<file path="config.mk">
export PLATFORM = sky130hd
export DESIGN_NAME = tea_stage
export DESIGN_NICKNAME = d
export VERILOG_FILES = /design/src/hw/rtl/tea_block_encrypt_defines.svh /design/src/hw/rtl/tea_pkg.sv /design/src/hw/rtl/tea_stage.sv
export SDC_FILE = /design/constraint.sdc
export NUM_CORES = 1
export LEC_CHECK = 0
export BUFFER_PORTS_ARGS = -buffer_cell sky130_fd_sc_hd__clkbuf_2
export CORE_AREA = 3 3 149 151
export CTS_CLUSTER_DIAMETER = 120
export DETAILED_ROUTE_END_ITERATION = 10
export DIE_AREA = 0 0 152 154
export PLACE_DENSITY = 0.82
export SETUP_SLACK_MARGIN = 0.05
export SLEW_MARGIN = 5
export SYNTH_ARGS = -nofsm -noshare
export SYNTH_HDL_FRONTEND = slang
export SYNTH_SLANG_ARGS = --single-unit
</file>
<file path="constraint.sdc">
create_clock -name clk -period 12.31 [get_ports clk]
set_clock_uncertainty 0.05 [all_clocks]
set_input_delay 0 -clock clk [delete_from_list [all_inputs] [get_ports clk]]
set_output_delay 0 -clock clk [all_outputs]
set_load 0.01 [all_outputs]
</file>
<file path="src/hw/rtl/tea_block_encrypt_defines.svh">
// ----------------------------------------------------------------------------
// TEA block encrypt assertion macros
// Shared concurrent check macros; define NO_ASSERTIONS to compile them out.
// ----------------------------------------------------------------------------
`ifndef TEA_BLOCK_ENCRYPT_DEFINES_SVH
`define TEA_BLOCK_ENCRYPT_DEFINES_SVH

`ifndef NO_ASSERTIONS

// Check a consequence in the same cycle as its condition
`define TEA_ASSERT_SAME(label, clk, rst_n, ante, cons) \
  label: assert property (@(posedge clk) disable iff (!rst_n) (ante) |-> (cons)) \
    else $error("same-cycle check failed");

// Check a consequence in the cycle after its condition
`define TEA_ASSERT_NEXT(label, clk, rst_n, ante, cons) \
  label: assert property (@(posedge clk) disable iff (!rst_n) (ante) |=> (cons)) \
    else $error("next-cycle check failed");

`else

`define TEA_ASSERT_SAME(label, clk, rst_n, ante, cons)
`define TEA_ASSERT_NEXT(label, clk, rst_n, ante, cons)

`endif

`endif

</file>
<file path="src/hw/rtl/tea_pkg.sv">
// ----------------------------------------------------------------------------
// TEA block encrypt package
// Widths, round constants, register indexes and pipeline word types.
// ----------------------------------------------------------------------------
package tea_pkg;

  localparam int ROUNDS   = 32;
  localparam int STAGES   = 2 * ROUNDS;  // one half-round per stage
  localparam int CHECK_STAGE = STAGES / 2;  // middle stage watched by the checks
  localparam int WORD_W   = 32;
  localparam int DATA_W   = 2 * WORD_W;
  localparam int COUNT_W  = 4;
  localparam int BYTES    = DATA_W / 8;
  localparam int CFG_IDX_W = 3;

  localparam logic [WORD_W-1:0]  TEA_DELTA  = 32'h9e37_79b9;
  localparam logic [COUNT_W-1:0] FULL_COUNT = COUNT_W'(BYTES);

  // Configuration register indexes
  typedef enum logic [CFG_IDX_W-1:0] {
    CFG_KEY_0      = 3'd0,
    CFG_KEY_1      = 3'd1,
    CFG_KEY_2      = 3'd2,
    CFG_KEY_3      = 3'd3,
    CFG_ENABLE     = 3'd4
  } tea_cfg_idx_t;

  // Key words, little-endian key bytes 0..15
  typedef struct packed {
    logic [WORD_W-1:0] k3;
    logic [WORD_W-1:0] k2;
    logic [WORD_W-1:0] k1;
    logic [WORD_W-1:0] k0;
  } tea_key_t;

  // Word carried down the pipeline
  typedef struct packed {
    logic [WORD_W-1:0]  v1;
    logic [WORD_W-1:0]  v0;
    logic [COUNT_W-1:0] count;
    logic               tea;   // apply rounds; clear for tail and pass-through
  } tea_stage_t;

  // Running sum after round r (0-based)
  function automatic logic [WORD_W-1:0] round_sum(input int unsigned r);
    logic [WORD_W-1:0] n;
    n = WORD_W'(r + 1);
    return TEA_DELTA * n;
  endfunction

endpackage

</file>
<file path="src/hw/rtl/tea_stage.sv">
// ----------------------------------------------------------------------------
// TEA half-round stage
// One half of a TEA round followed by the stage register; holds on stall.
// ----------------------------------------------------------------------------
module tea_stage import tea_pkg::*; (
  input  logic              clk,
  input  logic              rst_n,
  input  logic              adv,
  input  logic              upper,    // 1 updates v1 from v0, 0 updates v0 from v1
  input  logic [WORD_W-1:0] sum,
  input  tea_key_t          key,
  input  logic              valid_in,
  input  tea_stage_t        word_in,
  output logic              valid_o,
  output tea_stage_t        word_o
);

  logic              valid_r;
  tea_stage_t        word_r;
  tea_stage_t        word_nxt;
  logic [WORD_W-1:0] src;
  logic [WORD_W-1:0] ka;
  logic [WORD_W-1:0] kb;
  logic [WORD_W-1:0] mix;

  // Mix function of the half-round
  always_comb begin
    src = upper ? word_in.v0 : word_in.v1;
    ka  = upper ? key.k2 : key.k0;
    kb  = upper ? key.k3 : key.k1;
    mix = ((src << 4) + ka) ^ (src + sum) ^ ((src >> 5) + kb);
  end

  // Add the mix into the selected half when the word is a full block
  always_comb begin
    word_nxt = word_in;
    if (word_in.tea) begin
      if (upper) begin
        word_nxt.v1 = word_in.v1 + mix;
      end else begin
        word_nxt.v0 = word_in.v0 + mix;
      end
    end
  end

  // Advance the stage, hold on stall
  always_ff @(posedge clk) begin
    if (!rst_n) begin
      valid_r <= 1'b0;
    end else if (adv) begin
      valid_r <= valid_in;
    end
  end

  always_ff @(posedge clk) begin
    if (adv) begin
      word_r <= word_nxt;
    end
  end

  assign valid_o = valid_r;
  assign word_o  = word_r;

endmodule

</file>
==> flow_summary_export.csv <==
group,metric,value,unit
synth,syn_avg_cell_area,8.604,um2
sta,finalWorstSetupSlack,5.769,ns
layout,area_growth_syn_to_layout,22.26,%
sta,final_period_minus_worst_setup_slack,6.541,ns
route,totalWireLength,38160,um
synth,synth_fp_nets,1729,
die,die_width,152,um
synth,synthTopCellsByArea,"sky130_fd_sc_hd__edfxtp_1, sky130_fd_sc_hd__ha_1, sky130_fd_sc_hd__xnor2_1",
die,initial_utilization,0.5494,
layout,nets,2066,
clock_tree,cts-root-buf,"sky130_fd_sc_hd__clkbuf_16",
worst_setup_path,worstRegToRegCells,3,
placement,globalplace.congestion,1.040,
sta,max_slew.worst_pin.slew,0.8809,ns
clock_tree,cts_resized,0,
clock_tree,clock_path_buffers,2,
sta,final_min_period_over_clock_period,0.5314,
placement,dpl_worst_slack,5.555,ns
die,boundaryPins,304,
worst_setup_path,critical_path_peak_fanout,41,
global_routing,grt.total_usage,0.3095,
synth,netlist_top_cells_count,"sky130_fd_sc_hd__xnor2_1, sky130_fd_sc_hd__ha_1, sky130_fd_sc_hd__o21ai_0, sky130_fd_sc_hd__a21oi_1, sky130_fd_sc_hd__nand2_1",
synth,seq_area_frac_synth,0.1817,
synth,async_reset_ff_frac,0,
synth,synthesis.yosys.warnings,0,
clock_tree,cts_sinks,70,
power,cellLeakagePower,6.531,nW
worst_setup_path,setup.worst_path.end_class,"flop",
synth,netlist.top_cell.by_area,"sky130_fd_sc_hd__edfxtp_1",
die,num_rows,53,
global_routing,grt_max_degree,71,
global_routing,global_route.overflow_total,0,
worst_setup_path,worst-path-buf-inv,3,
route,dr.first_iter.drc_count,1152,
route,route.vias.total,11840,
worst_setup_path,timing.rr.start,"valid_o",
route,drcViolationCount,0,
synth,netlist_instances,1338,
clock_tree,insertion_delay,0.33,ns
synth,synth_edf_count,69,
route,drt-wirelength-per-cell,19.50,um
worst_setup_path,crit_family,"compound AO/OA/AOI/OAI gates",
die,die_area,23410,um2
status,status,"completed",
synth,synthFlopType,"sky130_fd_sc_hd__edfxtp_1",
clock_tree,htree_num_levels,3,
clock_tree,postCtsSetupRepairBufs,0,
clock_tree,hold_bufs_inserted_after_cts,44,
global_routing,initial_antenna_violation_count,1,
worst_hold_path,hold_path.startpoint,"word_in[60]",
die,floorplan.core_area,20960,um2
worst_hold_path,whs_path_depth,3,
synth,postSynthRegisterBits,70,
sta,max_clock_freq,152.9,MHz
sta,finalMaxSlewViolations,0,
worst_setup_path,worstPathArrival,6.57,ns
sta,timing.final.setup_violations,0,
synth,synth.most_common_cell,"sky130_fd_sc_hd__xnor2_1",
synth,yosysTopAreaCellShare,0.1800,
sta,number_of_failing_hold_endpoints_at_the_final_stage,0,
worst_setup_path,crit-reg2reg-capture,"valid_o",
route,firstDrtPassIters,6,
layout,share_of_final_layout_standard_cells_stronger_than_drive_strength_1,0.2595,
worst_setup_path,cpMaxStageDelayCell,"sky130_fd_sc_hd__buf_4",
power,vdd_ir_drop_max,0.0001087,V
synth,synth_cell_types,67,
worst_setup_path,timing.setup.critical_path_class,"in2reg",
global_routing,grt_first_pass_wirelength,59300,um
route,post_drt_via_cell_ratio,6.048,
power,post-layout-total-power,0.003067,W
worst_hold_path,hold_path_end,"word_o[60]",
worst_setup_path,timing.critical_path.slowest_cell_delay,0.55,ns
placement,portBuffers,303,
flow_run,cap_viol_max_count,0,
clock_tree,path_clk_slew,0.06,ns
route,detail-route-antenna-nets,0,
global_routing,grt_pass1_vias,11340,
sta,timing.setup.tns,0,ns
power,pwr_density_cell,217.9,nW/um2
clock_tree,cts_tree,"yes",
layout,stdcell_area,14070,um2
placement,placed_area,13310,um2
die,chipHeight,154,um
sta,timing.max_slew.rel_slack,0.4128,
sta,grt_setup_unrepaired,"false",
worst_setup_path,crit_required,12.34,ns
synth,netlist_area,11510,um2
worst_hold_path,hold_class,"in2reg",
worst_setup_path,worstSetupStartpointType,"primary input",
clock_tree,cts-buffers-inserted,9,
layout,fillerInstances,1746,
placement,detailedPlacementHpwl,30820,um
worst_setup_path,setup_slack_reg_to_reg,11.07,ns
through the flow:
step	hold WS (ns)	instances	utilization
4_1_cts	0.0002071	1955	0.6714
6_report	0.004473	1957	0.6717
3_3_place_gp	0.1276	1895	0.6351
3_5_place_dp	0.1296	1895	0.6351
2_1_floorplan	0.04887	1338	-
5_1_grt	0.02499	1956	0.6715
tightest hold or removal path, cell delays in order:
cell and delay (ns):
sky130_fd_sc_hd__clkbuf_2 0.12, sky130_fd_sc_hd__nand2_1 0.05, sky130_fd_sc_hd__o21ai_0 0.09
registers in the layout, summed over array words and instances, names as in the netlist:
signal / cells
word_o: 69
valid_o: 1
layout by cell type, fill, tap and decap left out, types with 15 or more instances in the layout:
cell and n:
sky130_fd_sc_hd__clkbuf_2 301, sky130_fd_sc_hd__xnor2_1 161, sky130_fd_sc_hd__ha_1 152, sky130_fd_sc_hd__o21ai_0 113, sky130_fd_sc_hd__a21oi_1 110, sky130_fd_sc_hd__nand2_1 107, sky130_fd_sc_hd__mux2_2 92, sky130_fd_sc_hd__nor2_1 82
sky130_fd_sc_hd__a21o_1 72, sky130_fd_sc_hd__edfxtp_1 69, sky130_fd_sc_hd__dlygate4sd3_1 44, sky130_fd_sc_hd__xor2_1 43, sky130_fd_sc_hd__inv_1 33, sky130_fd_sc_hd__nand3_1 24, sky130_fd_sc_hd__o21bai_1 24, sky130_fd_sc_hd__nand2b_1 23
sky130_fd_sc_hd__nor3_1 17, sky130_fd_sc_hd__nor2b_1 15, sky130_fd_sc_hd__a31oi_1 15
worst max path at each step:
| stage | from | endpoint | slack [ns] | depth (start not counted) |
|---|---|---|---|---|
| final | upper | word_o[68] | 5.77 | 26 |
| after floorplan | upper | word_o[68] | 6.13 | 28 |
| after CTS | upper | word_o[68] | 5.89 | 26 |
| after detailed placement | upper | word_o[68] | 5.55 | 26 |
| after global placement | upper | word_o[68] | 5.71 | 26 |
| after global routing | upper | word_o[68] | 5.40 | 26 |
per-layer routing:
metal	vias to the layer above	track usage	wire length [um]	part of all wire
li1	5643	-	-	-
met1	5477	0.4384	16690	0.44
met2	654	0.5051	17220	0.45
met3	61	0.04025	3484	0.091
met4	0	0.07192	771	0.020
met5	-	0	0	0
kinds of logic (layout without fill, tap and decap cells):
logic type      Yosys count  count (layout)  share of synthesized area
other cells               0               2                          0
mux                     104             104                     0.1013
fa+ha+maj               157             157                     0.1739
simple gates            318             318                     0.1315
xor+xnor                207             207                     0.1605
flops                    70              70                     0.1817
buf+inv                  59             401                    0.02000
compound gates          423             423                     0.2311
area by class of cell:
class / instances / area (um2) / share of cell area
well taps: 275 / 344.1 / 0.02445
diodes: 2 / 5.005 / 0.0003556
clock buffers: 9 / 225.2 / 0.01600
repair buffers: 352 / 1997 / 0.1419
multi-input cells: 1209 / 9193 / 0.6531
clock inverters: 7 / 95.09 / 0.006756
inverters: 33 / 123.9 / 0.008801
flip-flops and latches: 70 / 2092 / 0.1486
power by group:
| group | switching (W) | leakage [nW] | internal (W) |
|---|---|---|---|
| clock | 0.000101 | 0.156 | 0.000178 |
| sequential | 0.0000166 | 0.682 | 0.000343 |
| combinational | 0.00138 | 5.69 | 0.00104 |
No activity file was read; power rests on OpenSTA's default activity.
